### config.mk
export PLATFORM = sky130hd
export DESIGN_NAME = rc6_datapath
export DESIGN_NICKNAME = d
export VERILOG_FILES = /design/src/hdl/rc6_pkg.sv /design/src/hdl/rc6_datapath.sv
export SDC_FILE = /design/constraint.sdc
export NUM_CORES = 2
export LEC_CHECK = 0
export BUFFER_PORTS_ARGS = -buffer_cell sky130_fd_sc_hd__buf_2
export CORE_MARGIN = 3
export CORE_UTILIZATION = 30
export CTS_CLUSTER_SIZE = 12
export DETAILED_ROUTE_END_ITERATION = 8
export GPL_ROUTABILITY_DRIVEN = 0
export PLACE_DENSITY = 0.52
export SLEW_MARGIN = 25
export SYNTH_ARGS = -nofsm -noshare
export SYNTH_HDL_FRONTEND = slang
export SYNTH_SLANG_ARGS = --single-unit
export TNS_END_PERCENT = 50
### constraint.sdc
create_clock -name clock -period 14.9 [get_ports clock]
set_clock_uncertainty 0.05 [all_clocks]
set_input_delay 1.49 -clock clock [delete_from_list [all_inputs] [get_ports clock]]
set_output_delay 1.49 -clock clock [all_outputs]
set_load 0.02 [all_outputs]
### src/hdl/rc6_pkg.sv
`timescale 1ns / 1ps
// ----------------------------------------------------------------------------
// rc6_pkg
// Types and constants shared by the RC6 block cipher modules.
// ----------------------------------------------------------------------------
package rc6_pkg;

   localparam logic [31:0] P32 = 32'hB7E15163;
   localparam logic [31:0] Q32 = 32'h9E3779B9;

   localparam logic [2:0] CSR_KEY01 = 3'd0;
   localparam logic [2:0] CSR_KEY23 = 3'd1;
   localparam logic [2:0] CSR_KEY45 = 3'd2;
   localparam logic [2:0] CSR_KEY67 = 3'd3;
   localparam logic [2:0] CSR_KLEN  = 3'd4;

   localparam logic [1:0] KLEN_16 = 2'd0;
   localparam logic [1:0] KLEN_24 = 2'd1;
   localparam logic [1:0] KLEN_32 = 2'd2;

   typedef struct packed {
      logic        mode;
      logic [31:0] in_a;
      logic [31:0] in_b;
      logic [31:0] in_c;
      logic [31:0] in_d;
   } req_type;

   typedef struct packed {
      logic [31:0] out_a;
      logic [31:0] out_b;
      logic [31:0] out_c;
      logic [31:0] out_d;
   } rsp_type;

   typedef enum logic [3:0] {
      ST_IDLE,
      ST_INIT,
      ST_MIX_A,
      ST_MIX_B,
      ST_LOAD,
      ST_PRE,
      ST_RND_RD,
      ST_RND,
      ST_POST,
      ST_DONE,
      ST_WHITEN,
      ST_OUT
   } state_type;

   // commands from controller to datapath
   typedef struct packed {
      logic load_blk;
      logic init_wr;
      logic mix_a;
      logic mix_b;
      logic pre;
      logic rnd;
      logic post;
      logic clr_ab;
   } cmd_type;

   function automatic logic [31:0] rotl32(input logic [31:0] x, input logic [4:0] n);
      logic [63:0] w;
      w = {x, x} << n;
      return w[63:32];
   endfunction

   function automatic logic [31:0] rotr32(input logic [31:0] x, input logic [4:0] n);
      logic [63:0] w;
      w = {x, x} >> n;
      return w[31:0];
   endfunction

endpackage

### src/hdl/rc6_datapath.sv
`timescale 1ns / 1ps
// ----------------------------------------------------------------------------
// rc6_datapath
// Block registers, round logic and key-schedule mixing.
// ----------------------------------------------------------------------------
module rc6_datapath (
   input  logic             clock,
   input  rc6_pkg::cmd_type cmd,
   input  rc6_pkg::req_type req,
   input  logic [31:0]      rk_rd,
   input  logic [31:0]      ks_rd,
   input  logic [31:0]      init_val,
   output logic [31:0]      rk_wr,
   output logic [31:0]      ks_wr,
   output rc6_pkg::rsp_type rsp
);
   import rc6_pkg::*;

   logic        mode_ff;
   logic [31:0] a_ff, b_ff, c_ff, d_ff, a_in, b_in, c_in, d_in;
   logic [31:0] sa_ff, sb_ff, sa_in, sb_in;
   logic [31:0] k1_ff;
   logic [31:0] fb, fd, pb, pd, sa_new, sum_ab;
   logic [31:0] ea, ec, dc, da;

   // previous round key (the first of the pair, read in the cycle before the second)
   always_ff @(posedge clock) begin
      k1_ff <= rk_rd;
   end

   always_comb begin
      pb = b_ff * {b_ff[30:0], 1'b1};
      pd = d_ff * {d_ff[30:0], 1'b1};
      fb = rotl32(pb, 5'd5);
      fd = rotl32(pd, 5'd5);
      // encrypt: k1_ff holds S[2i], rk_rd holds S[2i+1]
      ea = rotl32(a_ff ^ fb, fd[4:0]) + k1_ff;
      ec = rotl32(c_ff ^ fd, fb[4:0]) + rk_rd;
      // decrypt on pre-rotated words: k1_ff = S[2i+1], rk_rd = S[2i]
      dc = rotr32(c_ff - k1_ff, fb[4:0]) ^ fd;
      da = rotr32(a_ff - rk_rd, fd[4:0]) ^ fb;
      sa_new = rotl32(rk_rd + sa_ff + sb_ff, 5'd3);
      // the L update already sees the new A
      sum_ab = sa_new + sb_ff;
      ks_wr  = rotl32(ks_rd + sum_ab, sum_ab[4:0]);
      rk_wr  = cmd.init_wr ? init_val : sa_new;

      a_in = a_ff; b_in = b_ff; c_in = c_ff; d_in = d_ff;
      sa_in = sa_ff; sb_in = sb_ff;
      if (cmd.clr_ab) begin
         sa_in = '0; sb_in = '0;
      end
      if (cmd.mix_a) begin
         sa_in = sa_new;
      end
      if (cmd.mix_b) begin
         sb_in = ks_wr;
      end
      if (cmd.load_blk) begin
         a_in = req.in_a; b_in = req.in_b; c_in = req.in_c; d_in = req.in_d;
      end
      if (cmd.pre) begin
         // k1_ff = S[0] / S[43], rk_rd = S[1] / S[42]
         if (!mode_ff) begin
            b_in = b_ff + k1_ff; d_in = d_ff + rk_rd;
         end else begin
            // rotate in advance for the first decrypt round
            c_in = b_ff; b_in = a_ff - rk_rd; a_in = d_ff; d_in = c_ff - k1_ff;
         end
      end
      if (cmd.rnd) begin
         if (!mode_ff) begin
            a_in = b_ff; b_in = ec; c_in = d_ff; d_in = ea;
         end else begin
            // result round, then the next round's rotation
            a_in = d_ff; b_in = da; c_in = b_ff; d_in = dc;
         end
      end
      if (cmd.post) begin
         if (!mode_ff) begin
            a_in = a_ff + k1_ff; c_in = c_ff + rk_rd;
         end else begin
            // undo the extra rotation; k1_ff = S[0], rk_rd = S[1]
            a_in = b_ff; b_in = c_ff - k1_ff; c_in = d_ff; d_in = a_ff - rk_rd;
         end
      end
   end

   always_ff @(posedge clock) begin
      if (cmd.load_blk) begin
         mode_ff <= req.mode;
      end
      a_ff <= a_in; b_ff <= b_in; c_ff <= c_in; d_ff <= d_in;
      sa_ff <= sa_in; sb_ff <= sb_in;
   end

   assign rsp = '{out_a: a_ff, out_b: b_ff, out_c: c_ff, out_d: d_ff};
endmodule

==> reports/metrics.cfg <==
[layout]
area_delta_synth_final_pct=11.0
register_area_um2=5170
final_layout_size_suffix_gt1_share_pct=11.3
multi_input_area_um2=57700
nFillCells=23700
post-route-util_pct=33.5
nets=10200
final_cell_area_um2=75500

[sta]
setup_tns_ps=0
hold_violations=0
rsz0062_at_grt=no
slew_headroom_pct=16.2
post-route-period-util_pct=97.6
worst_pin_slew_ps=1250
final-max-slew-violation-count=0
whs_ps=678
setup_viol=0
clock.fmax_ghz=0.0688
fin_crit_ps=14540

[global_route]
antenna_found_initial=44
grt_use_met1_pct=36.1
grt_max_degree=103
grt_busiest_layer=met2
grt_overflow=0
grt_first_pass_wirelength_mm=483
groute.usage.overall_pct=28.8
grtUsageMet2_pct=42.0
grt_pass1_vias=65700
met3_usage_pct=8.41

[setup_path]
start_kind=flip-flop
r2r_cells=39
reg2reg_slack_ps=360
crit_type=reg2reg
r2r_start=b_ff[15]$_DFF_P_
cp_max_fo=17
crit_arrival_ps=14760
end_kind=flip-flop
worst_path_max_delay_cell=dfxtp_1
crit_top_cell=fa_1
r2r-end=b_ff[24]$_DFF_P_
required_ps=15120
cpPeakStageDelay_ps=870

[yosys]
synth_enable_flop_cells=65
synth-seq-cells=225
synth_nets=9943
synth_cells=8332
ys_types=112
yosys_warnings=0
synth_top_area_cell=fa_1
async_reset_ff_share_pct=0
synth_top_area_share_pct=22.7
syn_area_um2=67900
synth_area_leaders=fa_1, ha_1, mux2i_1, inv_1, dfxtp_1
yosysSeqAreaShare_pct=7.59
synth_ff_type=dfxtp_1
syn_avg_cell_area_um2=8.15

[clocking]
cts_setup_buffers=0
numClockSinks=225
numCtsBuffers=34
cts_tree=done
htreeDepth=2
clockBufferDepth=3
cts_root_buf=clkbuf_16
clk_pin_slew_ps=60
worstSkewPairLatency_ps=620
cts_hold_buffers=0
ctsResizeCount=0

[routing]
routed_wl_mm=343
via_per_inst=5.76
vias=67100
drt_iter0_markers=8030
drc=0
wl_per_cell_um=29.4
drt-pass1-iter-count=9
ant_nets=0

[status]
status=finished clean

[floorplanning]
rows=174
die_h_um=482
die_w_um=482
io_pins=426
initial_utilization_pct=30.2
coreArea_um2=225000
dieArea_um2=232000

[min_path]
hold_path_end=c_ff[25]$_DFF_P_
min-delay-path-class=reg2reg
hp-start=d_ff[25]$_DFF_P_
hold-path-cell-count=3

[placement]
port_buffers=425
placed_area_um2=74200
dpl.hpwl_mm=280

[job]
cap_violations=0

-- synth_stat cells, types with 178 or more instances --
cell and count:
a21oi_1 566, and2_1 310, clkbuf_1 284, fa_1 771, ha_1 606, inv_1 969, mux2i_1 453, nand2_1 710
nor2_1 604, o21ai_0 418, xnor2_1 328, xor2_1 178
-- stage by stage --
stage,setup slack [ps],instances
after global placement,678,11600
final,360,11700
after CTS,455,11600
after global routing,6.29,11600
after detailed placement,534,11600
after floorplan,2020,8332
-- how the worst max path moves through the flow --
| stage | cells after the start | end | start |
|---|---|---|---|
| 2_1_floorplan | 47 | ks_wr[26] | rk_rd[1] |
| 3_3_place_gp | 50 | ks_wr[12] | rk_rd[1] |
| 3_5_place_dp | 46 | ks_wr[17] | rk_rd[1] |
| 4_1_cts | 46 | ks_wr[17] | rk_rd[1] |
| 5_1_grt | 50 | ks_wr[26] | rk_rd[1] |
| 6_report | 39 | b_ff[24]$_DFF_P_ | b_ff[15]$_DFF_P_ |
-- cell type report --
cell class | instances | share of cell area, %
Clock buffer | 44 | 1.25
Tap cell | 2992 | 4.96
Timing Repair Buffer | 657 | 5.23
Inverter | 978 | 4.87
Antenna cell | 25 | 0.0829
Clock inverter | 16 | 0.260
Multi-Input combinational cell | 6720 | 76.5
Sequential cell | 225 | 6.86
-- cells in the final DEF (no fill, tap or decap), drive strengths merged, types with 178 or more instances in the layout --
cell type,n
mux2i,453
inv,974
fa,771
nand2,711
a21oi,571
ha,606
o21ai,435
buf,657
and2,311
nor2,606
xor2,178
xnor2,331
-- kinds of logic after synthesis --
logic type,share of synthesized area [%]
compound gates,19.8
simple gates,15.1
mux,8.99
xor+xnor,6.78
buf+inv,7.80
flops,7.59
fa+ha+maj,33.9
-- flip-flops by register name, summed over array words and instances, names as in the netlist --
| name | flops |
|---|---|
| a_ff | 32 |
| mode_ff | 1 |
| c_ff | 32 |
| k1_ff | 32 |
| d_ff | 32 |
| sb_ff | 32 |
| b_ff | 32 |
| sa_ff | 32 |
-- routing by layer --
layer / vias up / part of all wire (%)
met2: 3891 / 41
met1: 32800 / 39
met4: 26 / 9.2
met3: 1007 / 11
li1: 29400 / -
met5: - / 0.098
-- critical path: cells and delay by family, from the launching register on --
kind,cells,cell delay [ps]
AO/OA/AOI/OAI,12,4340
flip-flops,1,870
XOR/XNOR,1,280
adder cells (fa/ha/maj),10,4840
buffers and inverters,4,930
multiplexers,3,800
AND/OR/NAND/NOR,9,2030
Power is not shown: default switching activity piles up to over one toggle a cycle in this logic, so the estimate is an artifact.
