File: src/hdl/rc6_pkg.sv
`timescale 1ns / 1ps
// ----------------------------------------------------------------------------
// rc6_pkg
// Types and constants shared by the RC6 block cipher modules.
// ----------------------------------------------------------------------------
package rc6_pkg;

   localparam logic [31:0] P32 = 32'hB7E15163;
   localparam logic [31:0] Q32 = 32'h9E3779B9;

   localparam logic [2:0] CSR_KEY01 = 3'd0;
   localparam logic [2:0] CSR_KEY23 = 3'd1;
   localparam logic [2:0] CSR_KEY45 = 3'd2;
   localparam logic [2:0] CSR_KEY67 = 3'd3;
   localparam logic [2:0] CSR_KLEN  = 3'd4;

   localparam logic [1:0] KLEN_16 = 2'd0;
   localparam logic [1:0] KLEN_24 = 2'd1;
   localparam logic [1:0] KLEN_32 = 2'd2;

   typedef struct packed {
      logic        mode;
      logic [31:0] in_a;
      logic [31:0] in_b;
      logic [31:0] in_c;
      logic [31:0] in_d;
   } req_type;

   typedef struct packed {
      logic [31:0] out_a;
      logic [31:0] out_b;
      logic [31:0] out_c;
      logic [31:0] out_d;
   } rsp_type;

   typedef enum logic [3:0] {
      ST_IDLE,
      ST_INIT,
      ST_MIX_A,
      ST_MIX_B,
      ST_LOAD,
      ST_PRE,
      ST_RND_RD,
      ST_RND,
      ST_POST,
      ST_DONE,
      ST_WHITEN,
      ST_OUT
   } state_type;

   // commands from controller to datapath
   typedef struct packed {
      logic load_blk;
      logic init_wr;
      logic mix_a;
      logic mix_b;
      logic pre;
      logic rnd;
      logic post;
      logic clr_ab;
   } cmd_type;

   function automatic logic [31:0] rotl32(input logic [31:0] x, input logic [4:0] n);
      logic [63:0] w;
      w = {x, x} << n;
      return w[63:32];
   endfunction

   function automatic logic [31:0] rotr32(input logic [31:0] x, input logic [4:0] n);
      logic [63:0] w;
      w = {x, x} >> n;
      return w[31:0];
   endfunction

endpackage

File: src/hdl/rc6_control.sv
`timescale 1ns / 1ps
// ----------------------------------------------------------------------------
// rc6_control
// Sequencer for key schedule and block rounds; drives RAM addresses.
// ----------------------------------------------------------------------------
module rc6_control #(
   parameter int ROUNDS = 20,
   parameter int RKW    = 6
) (
   input  logic             clock,
   input  logic             reset,
   input  logic             key_dirty,
   input  logic [1:0]       klen,
   input  logic             req_valid,
   output logic             req_ready,
   output logic             rsp_valid,
   input  logic             mode,
   output logic             sched_done,
   output rc6_pkg::cmd_type cmd,
   output logic [RKW-1:0]   rk_addr,
   output logic             rk_we,
   output logic [2:0]       ks_addr,
   output logic             ks_we,
   output logic [31:0]      init_val
);
   import rc6_pkg::*;

   localparam int RKN = 2 * ROUNDS + 4;
   localparam int V   = 3 * RKN;
   localparam int VW  = $clog2(V + 1);
   localparam int RW  = $clog2(ROUNDS + 1);

   state_type      state_ff, state_in;
   logic [RKW-1:0] i_ff, i_in;
   logic [2:0]     j_ff, j_in;
   logic [VW-1:0]  s_ff, s_in;
   logic [RW-1:0]  r_ff, r_in;
   logic [31:0]    iv_ff, iv_in;
   logic           m_ff, m_in;
   logic [2:0]     jmax;

   always_ff @(posedge clock) begin
      if (reset) begin
         state_ff <= ST_IDLE;
      end else begin
         state_ff <= state_in;
      end
      i_ff <= i_in; j_ff <= j_in; s_ff <= s_in; r_ff <= r_in;
      iv_ff <= iv_in; m_ff <= m_in;
   end

   always_comb begin
      case (klen)
         KLEN_24: jmax = 3'd5;
         KLEN_32: jmax = 3'd7;
         default: jmax = 3'd3;
      endcase
      state_in = state_ff;
      i_in = i_ff; j_in = j_ff; s_in = s_ff; r_in = r_ff; iv_in = iv_ff; m_in = m_ff;
      cmd = '0;
      req_ready = 1'b0; rsp_valid = 1'b0; sched_done = 1'b0;
      rk_addr = i_ff; rk_we = 1'b0; ks_addr = j_ff; ks_we = 1'b0;
      init_val = iv_ff;
      case (state_ff)
         ST_IDLE: begin
            req_ready = 1'b1;
            if (req_valid) begin
               cmd.load_blk = 1'b1;
               m_in = mode;
               if (key_dirty) begin
                  state_in = ST_INIT; i_in = '0; iv_in = P32;
               end else begin
                  state_in = ST_LOAD;
               end
            end
         end
         ST_INIT: begin
            cmd.init_wr = 1'b1; rk_we = 1'b1;
            iv_in = iv_ff + Q32;
            ks_we = 1'b1; ks_addr = i_ff[2:0];
            if (i_ff == RKW'(RKN - 1)) begin
               state_in = ST_MIX_A; i_in = '0; j_in = '0; s_in = '0; cmd.clr_ab = 1'b1;
            end else begin
               i_in = i_ff + 1'b1;
            end
         end
         ST_MIX_A: begin
            // wait for S[i] and L[j] reads
            state_in = ST_MIX_B;
         end
         ST_MIX_B: begin
            cmd.mix_a = 1'b1; cmd.mix_b = 1'b1; rk_we = 1'b1;
            state_in = ST_MIX_A;
            if (s_ff == VW'(V - 1)) begin
               state_in = ST_LOAD;
               sched_done = 1'b1;
            end
            s_in = s_ff + 1'b1;
            i_in = (i_ff == RKW'(RKN - 1)) ? '0 : i_ff + 1'b1;
            j_in = (j_ff == jmax) ? '0 : j_ff + 1'b1;
         end
         ST_LOAD: begin
            rk_addr = m_ff ? RKW'(RKN - 1) : '0;
            state_in = ST_PRE;
         end
         ST_PRE: begin
            rk_addr = m_ff ? RKW'(RKN - 2) : RKW'(1);
            state_in = ST_RND_RD; r_in = RW'(1);
         end
         ST_RND_RD: begin
            // whitening or the previous round, on the two keys read in the preceding states
            if (r_ff == RW'(1)) begin
               cmd.pre = 1'b1;
            end else begin
               cmd.rnd = 1'b1;
            end
            rk_addr = m_ff ? RKW'(2 * (ROUNDS + 1 - r_ff) + 1) : RKW'(2 * r_ff);
            state_in = ST_RND;
         end
         ST_RND: begin
            rk_addr = m_ff ? RKW'(2 * (ROUNDS + 1 - r_ff)) : RKW'(2 * r_ff + 1);
            if (r_ff == RW'(ROUNDS)) begin
               state_in = ST_POST;
            end else begin
               r_in = r_ff + 1'b1; state_in = ST_RND_RD;
            end
         end
         ST_POST: begin
            cmd.rnd = 1'b1;
            rk_addr = m_ff ? '0 : RKW'(RKN - 2);
            state_in = ST_DONE;
         end
         ST_DONE: begin
            rk_addr = m_ff ? RKW'(1) : RKW'(RKN - 1);
            state_in = ST_WHITEN;
         end
         ST_WHITEN: begin
            cmd.post = 1'b1;
            state_in = ST_OUT;
         end
         ST_OUT: begin
            rsp_valid = 1'b1;
            state_in = ST_IDLE;
         end
         default: state_in = ST_IDLE;
      endcase
   end
endmodule

File: config.mk
export PLATFORM = sky130hd
export DESIGN_NAME = rc6_control
export DESIGN_NICKNAME = d
export VERILOG_FILES = /design/src/hdl/rc6_pkg.sv /design/src/hdl/rc6_control.sv
export SDC_FILE = /design/constraint.sdc
export NUM_CORES = 1
export LEC_CHECK = 0
export BUFFER_PORTS_ARGS = -buffer_cell sky130_fd_sc_hd__buf_2
export CAP_MARGIN = 20
export CORE_MARGIN = 8
export CORE_UTILIZATION = 44
export DETAILED_ROUTE_END_ITERATION = 10
export HOLD_SLACK_MARGIN = 0.02
export PLACE_DENSITY = 0.61
export SLEW_MARGIN = 20
export SYNTH_ARGS = -nofsm -noshare
export SYNTH_HDL_FRONTEND = slang
export SYNTH_SLANG_ARGS = --single-unit
File: constraint.sdc
create_clock -name clock -period 3.6 [get_ports clock]
set_input_delay 0.18 -clock clock [delete_from_list [all_inputs] [get_ports clock]]
set_output_delay 0.18 -clock clock [all_outputs]
set_load 0.005 [all_outputs]
==> impl_metrics.env <==
export IMPL_cts_tree="built"
export IMPL_routed_wl_mm=9.72
export IMPL_synth_yosys_warnings=0
export IMPL_syn_nets=439
export IMPL_synth_edf_count=55
export IMPL_synth_async_sr_flop_share_pct=0
export IMPL_synth_area_mux_share_pct=1.54
export IMPL_rsz0062_at_grt="no"
export IMPL_cts_root_buf="clkbuf_8"
export IMPL_wl_per_cell_um=16.7
export IMPL_ys_types=71
export IMPL_clockBufferDepth=2
export IMPL_drive_gt1_share_pct=19.8
export IMPL_status="finished, final reports clean"
export IMPL_place_inst=567
export IMPL_fin_tns_setup_ns=0
export IMPL_numClockSinks=59
export IMPL_clkTransAtPathRegs_ns=0.07
export IMPL_avgSynthCellArea_um2=9.43
export IMPL_post_route_period_util_pct=75.7
export IMPL_synth_area_um2=3980
export IMPL_max_freq_mhz=367
export IMPL_crit_fanout=30
export IMPL_antenna_found_initial=0
export IMPL_clk_latency_ns=0.34
export IMPL_required_ns=3.70
export IMPL_synth_seq_cells=59
export IMPL_synth_xor_area_share_pct=7.26
export IMPL_htree_levels=3
export IMPL_start_kind="register"
export IMPL_fillers=818
export IMPL_finalPower_uw=3040
export IMPL_post_cts_setup_buffer_count=0
export IMPL_seq_area_frac_synth_pct=43.5
export IMPL_start_util_pct=45.4
export IMPL_drc=0
export IMPL_postSynthCellCount=422
export IMPL_vias_per_cell=5.74
export IMPL_worstSetupPathType="reg -> reg"
export IMPL_place_gp_congestion=0.839
export IMPL_hold_class="in -> reg"
export IMPL_hold_viol=0
export IMPL_final_max_slew_viol_count=0
export IMPL_grt_pass1_wl_mm=16.3
export IMPL_first_global_vias=3231
export IMPL_tightest_slew_ns=0.902
export IMPL_crit_arrival_ns=2.83
export IMPL_setup_viol=0
export IMPL_die_w_um=111
export IMPL_final_min_clock_period_ns=2.73
export IMPL_vias=3341
export IMPL_core_um2=8760
export IMPL_area_delta_synth_final_pct=12.5
export IMPL_whs_ns=0.0670
export IMPL_pin_count=61
export IMPL_p_leak_uw=0.00162
export IMPL_layout_commonest_cell="buf_2"
export IMPL_die_height_um=111
export IMPL_fin_cells=582
export IMPL_drt_iter0_drc=195
export IMPL_n_antenna_cell=0
export IMPL_synthSimpleGateAreaFrac_pct=24.9
export IMPL_synth_top_family_by_area="simple AND/OR/NAND/NOR gates"
export IMPL_power_density_nw_per_um2=679
export IMPL_synth_compound_area_share_pct=15.7
export IMPL_gr_total_overflow=0
export IMPL_cts_made_buffers=9
export IMPL_grtUsageTotal_pct=15.8
export IMPL_std_cell_rows=34
export IMPL_drt_first_pass_iters=5
export IMPL_drtAntennaViolNets=0
export IMPL_slew_headroom_pct=39.4
export IMPL_grt_max_degree=33
export IMPL_crit_path_end_kind="register"
export IMPL_synth_fa_ha_area_share_pct=3.14
export IMPL_ir_worst_vdd_mv=0.264
export IMPL_portBuffers=60
export IMPL_skew_ns=0.0144
export IMPL_dp_hpwl_mm=6.79
export IMPL_synth_flop_cell="edfxtp_1"
export IMPL_dieArea_um2=12300
export IMPL_max_cap_violations=0
export IMPL_final_nets=488
export IMPL_final_cell_mix="60 x buf_2, 57 x nor2_1, 55 x edfxtp_1, 45 x nand2_1, 20 x xnor2_1"
path summary, 6_finish.rpt:
path,slack [ns],from,cells after the start,end
max,0.87,state_ff[0]$_SDFFE_PP0P_,6,init_val[23]$_SDFFCE_PN1P_
min,0.07,reset,2,state_ff[3]$_SDFFE_PP0P_
max reg2reg,0.87,state_ff[0]$_SDFFE_PP0P_,6,init_val[23]$_SDFFCE_PN1P_
min reg2reg,0.60,s_ff[0]$_SDFFCE_PN0P_,1,s_ff[0]$_SDFFCE_PN0P_
cell usage after synthesis, types with 2 or more instances:
cell type,count,area (um2)
and2_1,5,31.3
o31ai_1,2,15.0
and3_1,10,62.6
a31oi_1,4,25.0
a221oi_1,2,17.5
a211oi_1,5,37.5
a21oi_1,17,85.1
buf_4,3,22.5
xnor2_1,20,175
nor2_1,58,218
nand2b_1,2,12.5
nor4b_1,3,26.3
buf_1,3,11.3
or4_1,2,15.0
nand3b_1,3,22.5
a311o_1,2,20.0
nor3_2,2,20.0
dfxtp_1,4,80.1
nand3_1,18,90.1
nand2_1,45,169
nor2b_1,4,25.0
nand4_1,6,37.5
buf_2,7,35.0
nor3b_1,3,22.5
a22oi_1,3,22.5
xor2_1,13,114
o21ai_0,13,65.1
o22ai_1,7,43.8
nor3_1,13,65.1
nor4_1,5,31.3
a21o_1,2,15.0
nand3_2,3,30.0
mux2i_1,5,50.1
edfxtp_1,55,1650
clkbuf_1,12,45.0
a2bb2oi_1,2,17.5
ha_1,10,125
o211ai_1,3,22.5
inv_1,11,41.3
or3_1,4,25.0
metal layers:
layer	routed length (um)	up-vias	track usage (%)
li1	-	1655	-
met1	4650	1568	21.2
met2	4340	110	23.9
met3	641	8	4.55
met4	87	0	5.16
met5	0	-	0
report_power, final:
group          leakage, uW  internal (uW)  switching, uW
clock network    0.0000815            237            273
registers         0.000517           1020            366
logic              0.00102            499            649
total              0.00162           1750           1290
flip-flops by register name, indices dropped and copies added, names as in the netlist:
| name | flops |
|---|---|
| m_ff | 1 |
| init_val | 32 |
| s_ff | 8 |
| i_ff | 6 |
| r_ff | 5 |
| j_ff | 3 |
| state_ff | 4 |
cell type report:
class                      count  area, um2  share of cell area [%]
inverter                      12       45.0                    1.01
timing repair buffer          63        325                    7.27
clock buffer                  10        128                    2.85
tap                          108        135                    3.02
sequential                    59       1730                    38.7
multi-input combinational    326       2090                    46.7
clock inverter                 4       20.0                   0.447
through the flow:
stage	utilization (%)	area [um2]	worst slack, ns
detailed placement	49.3	4320	0.888
global placement	49.3	4320	0.985
finish	51.1	4480	0.873
CTS	51.1	4480	0.863
global route	51.1	4480	0.639
floorplan	-	3980	1.01
worst max-delay path: stages, from the launching register on:
cell      delay [ns]
dfxtp_1         0.71
or4b_4          0.73
inv_2           0.43
nand3_1         0.16
and4bb_1        0.29
a311o_1         0.12
nor2_1          0.04
what timing repair did:
item	CTS	global route
endpoints found under the hold margin	1	0
hold buffers	1	0
gates resized for setup	0	0
endpoints found under the setup margin	0	0
kinds of logic after synthesis:
| family | count (synthesis) |
|---|---|
| AO/OA/AOI/OAI | 83 |
| XOR/XNOR | 33 |
| adder cells (fa/ha/maj) | 10 |
| buffers and inverters | 37 |
| flip-flops | 59 |
| multiplexers | 6 |
| AND/OR/NAND/NOR | 194 |
Note: power is estimated with default switching activity, not from simulation.
