File: src/hdl/rc6_ram.sv
`timescale 1ns / 1ps
// ----------------------------------------------------------------------------
// rc6_ram
// Generic single-port RAM with registered read.
// ----------------------------------------------------------------------------
module rc6_ram #(
   parameter int WIDTH = 32,
   parameter int DEPTH = 44
) (
   input  logic                     clock,
   input  logic                     wr_en,
   input  logic [$clog2(DEPTH)-1:0] addr,
   input  logic [WIDTH-1:0]         wr_data,
   output logic [WIDTH-1:0]         rd_data
);
   logic [WIDTH-1:0] mem [DEPTH];
   logic [WIDTH-1:0] rd_data_ff;

   always_ff @(posedge clock) begin
      if (wr_en) begin
         mem[addr] <= wr_data;
      end
      rd_data_ff <= mem[addr];
   end

   assign rd_data = rd_data_ff;
endmodule

File: config.mk
export PLATFORM = sky130hd
export DESIGN_NAME = rc6_ram
export DESIGN_NICKNAME = d
export VERILOG_FILES = /design/src/hdl/rc6_ram.sv
export SDC_FILE = /design/constraint.sdc
export NUM_CORES = 1
export LEC_CHECK = 0
export ABC_AREA = 1
export BUFFER_PORTS_ARGS = -buffer_cell sky130_fd_sc_hd__buf_2
export CAP_MARGIN = 20
export CORE_MARGIN = 2
export CORE_UTILIZATION = 40
export DETAILED_ROUTE_END_ITERATION = 6
export MAX_ROUTING_LAYER = met4
export PLACE_DENSITY = 0.54
export SLEW_MARGIN = 10
export SYNTH_ARGS = -nofsm -noshare
export SYNTH_HDL_FRONTEND = slang
export SYNTH_SLANG_ARGS = --single-unit
File: constraint.sdc
create_clock -name clock -period 11.8 [get_ports clock]
set_input_delay 2.36 -clock clock [delete_from_list [all_inputs] [get_ports clock]]
set_output_delay 2.36 -clock clock [all_outputs]
set_load 0.05 [all_outputs]
==> qor.yml, run 1 <==
yosys:
  yosysWarnings: 0
  yosys-top-cells-area: "edfxtp_1 71%, nand2_1 15%, inv_1 3.3%, nor2_1 2.4%, nand3_1 2.2%"
  synth_area_um2: 59700
  syn_inst: 5575
  yosysUniqueCellTypes: 23
  yosys.area.top_type: "edfxtp_1"
  ys_ff_latch: 1440
  synthDominantCellAreaShare: 0.708
  synth_nets: 5615
  syn_area_per_cell_um2: 10.7
  ys_seq_area_frac: 0.719
cells_and_area:
  multi_input_area_um2: 14000
  drive_above_1_share: 0.0893
  finalNetCount: 5655
  num-fill-cells: 13475
  ff_latch_area_um2: 42900
  postLayoutCoreUtil: 0.457
  syn2layout_area_growth_pct: 13.2
min_path:
  hold_start: "mem[34][21]$_DFFE_PP_"
  hold_class: "reg -> reg"
  min_path_cells: 6
  min_to: "rd_data[21]$_DFF_P_"
sta:
  finalSetupViolCount: 0
  fin_crit_ps: 5850
  skew_ps: 29.2
  tightest_slew_ps: 1140
  post-route-period-util: 0.496
  drv_slew: 0
  hold_viol: 0
  rsz0062_at_grt: "no"
  maxSlewHeadroom: 0.240
  max_freq_mhz: 171
  fin_setup_tns_ps: 0
route:
  wirelength_um: 163000
  drtIter0Drc: 3562
  vias: 37948
  viasPerCell: 4.94
  drc_errors: 0
  wl_per_cell_um: 21.2
  drtPass1Iterations: 5
  ant_nets: 0
die:
  core-area_um2: 148000
  rows: 141
  die_w_um: 390
  io_pins: 72
  die_h_um: 390
  dieArea_um2: 152000
  initial_core_util: 0.403
flow_run:
  cap_violations: 0
critical_path:
  crit_type: "in -> reg"
  timing.rr.start: "mem[0][5]$_DFFE_PP_"
  ff2ff_setup_slack_ps: 9790
  critPathLaunchType: "input port"
  critPathArrivalTime_ps: 6270
  rr_endpoint: "rd_data[5]$_DFF_P_"
  critPathRequiredTime_ps: 12220
  cp_max_fo: 49
  ff2ff_path_depth: 7
  endpoint_kind: "register"
clock_tree:
  cts_buffer_depth: 3
  ctsResizeCount: 0
  ctsHtreeMaxLevel: 4
  clock-sinks: 1440
  ctsHoldBuffers: 0
  cts_setup_buffers: 0
  cts_tree: "done"
  path_clk_slew_ps: 60
  clock_latency_ps: 790
  cts_inserted_buffers: 155
  cts-root-buf: "clkbuf_16"
global_routing:
  grt-busiest-layer: "met2"
  grt_max_degree: 174
  grt_pass1_wl_um: 240000
  overflow: 0
  grt.met2_usage: 0.338
  track_usage: 0.220
  grt_pass1_vias: 36241
  use_met3: 0.0335
  grtUsageMet1: 0.302
  antenna_found_initial: 6
placed_design:
  routabilityCongestion: 0.793
  hpwl_um: 86700
  port_buffers: 71
power_and_ir_drop:
  finalPower_w: 0.0113
  p_leak_nw: 27.4
  vdd_drop_max_mv: 0.140
  cellPowerDensity_nw_per_um2: 167
outcome:
  status: "finished, final reports clean"
routing by layer:
layer,up-vias,part of all wire
met3,254,0.057
met2,1121,0.46
met1,18347,0.46
met4,0,0.029
met5,-,0
li1,18226,-
through the flow:
stage | std cells | area (µm²) | setup slack, ps | hold slack, ps
2_1_floorplan | 5575 | 59700 | 5850 | 587
3_3_place_gp | 7380 | 62200 | 5140 | 677
3_5_place_dp | 7385 | 62400 | 5180 | 682
4_1_cts | 7672 | 67500 | 6030 | 711
5_1_grt | 7679 | 67600 | 5890 | 757
6_report | 7680 | 67600 | 5950 | 716
critical path, stage by stage:
cell	delay, ps
buf_4	300
nor2_4	140
buf_4	520
buf_4	730
nand3_1	790
nor2_4	670
buf_4	520
state kept, by name, summed over array words and instances (netlist names):
name     flops
rd_data     32
mem       1408
area by class of cell:
cell class,count,share of cell area
diodes,5,0.000185
clock buffers,196,0.0628
flip-flops and latches,1440,0.635
multi-input cells,3345,0.207
clock inverters,91,0.0133
inverters,523,0.0292
repair buffers,150,0.0167
well taps,1930,0.0357
power breakdown:
| part | switching [W] | leakage, nW | internal, W |
|---|---|---|---|
| clock network | 0.00201 | 2.52 | 0.00293 |
| logic | 0.000521 | 12.0 | 0.000140 |
| registers | 0.0000144 | 12.9 | 0.00566 |
synth_stat cells:
library cell	n
a21oi_1	32
buf_1	27
buf_2	139
buf_4	1
buf_6	1
clkbuf_1	99
dfxtp_1	32
edfxtp_1	1408
inv_1	517
inv_2	6
nand2_1	2369
nand2_2	1
nand3_1	262
nand3b_1	17
nor2_1	383
nor2_4	1
nor3_1	6
nor3_2	1
o211ai_1	68
o21ai_0	105
o21ai_1	14
or2_0	3
or2_2	83
cells in the final DEF (no fill, tap or decap), drive strengths merged, types with 17 or more instances in the layout:
master  instances
inv           529
nand3b         17
clkbuf        196
o21ai         119
nand2        2370
or2            86
o211ai         68
clkinv         64
nand3         262
buf           150
nor2          384
dfxtp          32
a21oi          32
bufinv         18
edfxtp       1408
logic make-up (layout without fill, tap and decap cells):
family	after synthesis	in the layout	share of synthesized area
buffers and inverters	790	960	0.0528
AND/OR/NAND/NOR	3126	3126	0.207
flip-flops	1440	1440	0.719
other	0	5	0
AO/OA/AOI/OAI	219	219	0.0212
how the worst max path moves through the flow:
stage	cells past startpoint	from	endpoint
floorplan	6	addr[3]	mem[11][0]$_DFFE_PP_
global placement	6	addr[1]	mem[30][4]$_DFFE_PP_
detailed placement	7	addr[2]	mem[33][25]$_DFFE_PP_
finish	7	addr[2]	mem[17][15]$_DFFE_PP_
global route	7	addr[2]	mem[33][23]$_DFFE_PP_
CTS	7	addr[2]	mem[33][9]$_DFFE_PP_
(Power assumes the default switching activity.)
==> run 2, diff against run 1 <==
--- a/config.mk
+++ b/config.mk
@@ -5,14 +5,14 @@
 export SDC_FILE = /design/constraint.sdc
 export NUM_CORES = 1
 export LEC_CHECK = 0
-export ABC_AREA = 1
+export ABC_AREA = 0
 export BUFFER_PORTS_ARGS = -buffer_cell sky130_fd_sc_hd__buf_2
 export CAP_MARGIN = 20
 export CORE_MARGIN = 2
 export CORE_UTILIZATION = 40
 export DETAILED_ROUTE_END_ITERATION = 6
 export MAX_ROUTING_LAYER = met4
-export PLACE_DENSITY = 0.54
+export PLACE_DENSITY = 0.56
 export SLEW_MARGIN = 10
 export SYNTH_ARGS = -nofsm -noshare
 export SYNTH_HDL_FRONTEND = slang
==> constraint.sdc (replaced) <==
create_clock -name clock -period 4.74 [get_ports clock]
set_input_delay 0.948 -clock clock [delete_from_list [all_inputs] [get_ports clock]]
set_output_delay 0.948 -clock clock [all_outputs]
set_load 0.05 [all_outputs]
==> run 2 against run 1 <==
Combinational power increased by 130%; first-iteration DRC count increased by 30%; sequential power increased to 2.5 times the previous value; cell area decreased by 8.1%; critical endpoint is now mem[19][15]$_DFFE_PP_; utilization increased by 0.82 points; global-route usage increased by 3.1 points; die area decreased by 9.7%; cell count decreased by 36%; sequential cell count unchanged; largest power group unchanged; area after synthesis decreased by 9.8%; via count decreased by 18%.
==> qor.yml, run 2 <==
yosys:
  yosys.area.top_type: "edfxtp_1"
  async_reset_ff_frac: 0  # unchanged
  yosysWarnings: 0  # unchanged
  yosysUniqueCellTypes: 60  # +160%
  synth.most_common_cell: "edfxtp_1"
  yosys-top-cells-area: "edfxtp_1 78%, a221oi_1 4.7%, mux4_2 2.4%, a22oi_1 2.0%, mux2_2 1.7%"
  synth_ff_type: "edfxtp_1"
  synth_fa_ha_area_frac: 0  # unchanged
  ys_ff_latch: 1440  # unchanged
  synthXorXnorAreaFrac: 0  # unchanged
  synth_nets: 2936  # -48%
  syn_area_per_cell_um2: 18.6  # +74%
  synth_top_family_by_area: "compound AO/OA/AOI/OAI gates"
  syn_inst: 2896  # -48%
  synth_common_cells: "1408 x edfxtp_1, 292 x a221oi_1, 142 x a22oi_1, 137 x nor2_1, 108 x clkbuf_1"
  synthSimpleGateAreaFrac: 0.0243  # -0.183
  ys_seq_area_frac: 0.797  # +0.0777
  synthDominantCellAreaShare: 0.785  # +0.0765
  synth_area_um2: 53900  # -9.8%
  synth_edf_count: 1408  # unchanged
  synthMuxAreaShare: 0.0544  # +0.0544
  synth_compound_area_frac: 0.107  # +0.0857
sta:
  rsz0062_at_grt: "no"
  holdWs_ps: 642  # -73.9 ps
  fin_setup_tns_ps: 0  # unchanged
  tightest_slew_ps: 1150  # +10.0 ps
  drv_slew: 0  # unchanged
  max_freq_mhz: 326
  finalSetupViolCount: 0  # unchanged
  hold_viol: 0  # unchanged
  post-route-period-util: 0.647
  maxSlewHeadroom: 0.233  # -0.00750
  skew_ps: 28.0  # -1.26 ps
  setup_ws_ps: 1670  # -4270 ps
  fin_crit_ps: 3070
placed_design:
  place_area_um2: 57500  # -7.8%
  hpwl_um: 95800  # +11%
  port_buffers: 71  # unchanged
  dp_slack_ps: 941  # -4240 ps
  routabilityCongestion: 0.849  # +7.0%
critical_path:
  cp_top_family: "simple AND/OR/NAND/NOR gates"
  critPathLaunchType: "input port"
  endpoint_kind: "register"
  critPathArrivalTime_ps: 3500  # -2770 ps
  crit_type: "in -> reg"
  critPathRequiredTime_ps: 5180  # -7040 ps
  cp_max_fo: 77  # +57%
  cp_slowest_cell: "nor2_4"
  critical-path-max-stage-delay_ps: 660  # -130 ps
  crit_buf_inv: 2  # -2
  path_cells: "buf_8 -> and2_4 -> nand3_1 -> nor2_4 -> buf_4"
cells_and_area:
  largest_register_ff_count: 1408  # unchanged
  syn2layout_area_growth_pct: 15.3
  finalNetCount: 3096  # -45%
  postLayoutCoreUtil: 0.465  # +0.00821
  num-fill-cells: 11207  # -17%
  drive_above_1_share: 0.199  # +0.109
  layout_commonest_cell: "edfxtp_1"
  mostFrequentLayoutCells: "1408 x edfxtp_1, 292 x a221oi_1, 151 x clkbuf_16"
  top_register: "mem"
  finish.instance_area_um2: 62100  # -8.1%
route:
  drc_errors: 0  # unchanged
  wirelength_um: 168000  # +3.1%
  ant_nets: 0  # unchanged
  wl_per_cell_um: 33.9  # +60%
  viasPerCell: 6.28  # +27%
  drtPass1Iterations: 6  # +1
  drtIter0Drc: 4616  # +30%
  vias: 31040  # -18%
global_routing:
  grt_pass1_vias: 30205  # -17%
  overflow: 0  # unchanged
  antenna_found_initial: 17  # +11
  grt_pass1_wl_um: 235000  # -2.0%
  grt-busiest-layer: "met2"
  grt_max_degree: 110  # -37%
  track_usage: 0.251  # +0.0305
  grtUsageMet1: 0.340  # +0.0389
  grt.met2_usage: 0.388  # +0.0505
  use_met3: 0.0421  # +0.00862
clock_tree:
  cts_setup_buffers: 0  # unchanged
  clock-sinks: 1440  # unchanged
  cts_inserted_buffers: 146  # -5.8%
  ctsHtreeMaxLevel: 4  # unchanged
  clock_latency_ps: 770  # -20 ps
  cts_buffer_depth: 3  # unchanged
  ctsHoldBuffers: 0  # unchanged
  cts_tree: "done"
  cts-root-buf: "clkbuf_16"
  ctsResizeCount: 0  # unchanged
  path_clk_slew_ps: 60  # about the same
power_and_ir_drop:
  p_leak_nw: 19.3  # -30%
  cellPowerDensity_nw_per_um2: 432  # +160%
  vdd_drop_max_mv: 0.361  # +160%
min_path:
  hold_class: "reg -> reg"
die:
  rows: 134  # -5.0%
  io_pins: 72  # unchanged
  die_h_um: 371  # -4.9%
  core-area_um2: 134000  # -9.7%
  die_w_um: 371  # -4.9%
  dieArea_um2: 138000  # -9.7%
  initial_core_util: 0.403  # about the same
flow_run:
  cap_violations: 0  # unchanged
outcome:
  status: "finished, final reports clean"
## run 2: cell types whose count changed after synthesis, sizes merged, moves of 142 or more
cell / before / now
inv: 523 / 5
nand3: 262 / 10
a22oi: 0 / 142
a221oi: 0 / 292
nor2: 384 / 138
nand2: 2370 / 59
## run 2: cell families after synthesis
family / count (synthesis)
DFF: 1440
AOI/OAI and AO/OA: 749
and+or+nand+nor: 284
buffers and inverters: 213
muxes: 210
## run 2: worst reg2reg max path: stages (launching register included)
cell and delay, ps:
edfxtp_1 370, mux2_2 270, a221o_1 300, a221o_1 350
o211ai_1 210, nand4_1 340
## run 2: power breakdown
part / internal, W / switching [W] / leakage (nW)
combinational: 0.000413 / 0.00112 / 4.18
sequential: 0.0141 / 0.0000651 / 12.9
clock: 0.00646 / 0.00468 / 2.23
## run 2: metal layers
metal / vias to the layer above / share of wire
met2: 1878 / 0.48
met5: - / 0
met4: 0 / 0.029
li1: 12564 / -
met3: 262 / 0.096
met1: 16336 / 0.40
## run 2: per-stage QoR
stage          power [W]  cells
2_1_floorplan     0.0152   2896
3_3_place_gp      0.0159   4676
3_5_place_dp      0.0160   4676
4_1_cts           0.0270   4941
5_1_grt           0.0275   4943
6_report          0.0268   4946
## run 2: area by class of cell
| type | count | area [µm²] | area share |
|---|---|---|---|
| diodes | 5 | 12.5 | 0.000201 |
| well taps | 1768 | 2210 | 0.0356 |
| repair buffers | 219 | 1930 | 0.0311 |
| inverters | 6 | 25.0 | 0.000403 |
| clock inverters | 47 | 450 | 0.00725 |
| flip-flops and latches | 1440 | 42900 | 0.691 |
| clock buffers | 218 | 4130 | 0.0665 |
| multi-input cells | 1243 | 10400 | 0.168 |
## run 2: worst paths after layout
check	startpoint	endpoint	slack, ps	depth (start not counted)
setup / recovery	addr[1]	mem[19][15]$_DFFE_PP_	1670	5
hold / removal	mem[0][15]$_DFFE_PP_	rd_data[15]$_DFF_P_	640	2
setup reg to reg	mem[33][31]$_DFFE_PP_	rd_data[31]$_DFF_P_	2670	5
hold reg to reg	mem[0][15]$_DFFE_PP_	rd_data[15]$_DFF_P_	640	2
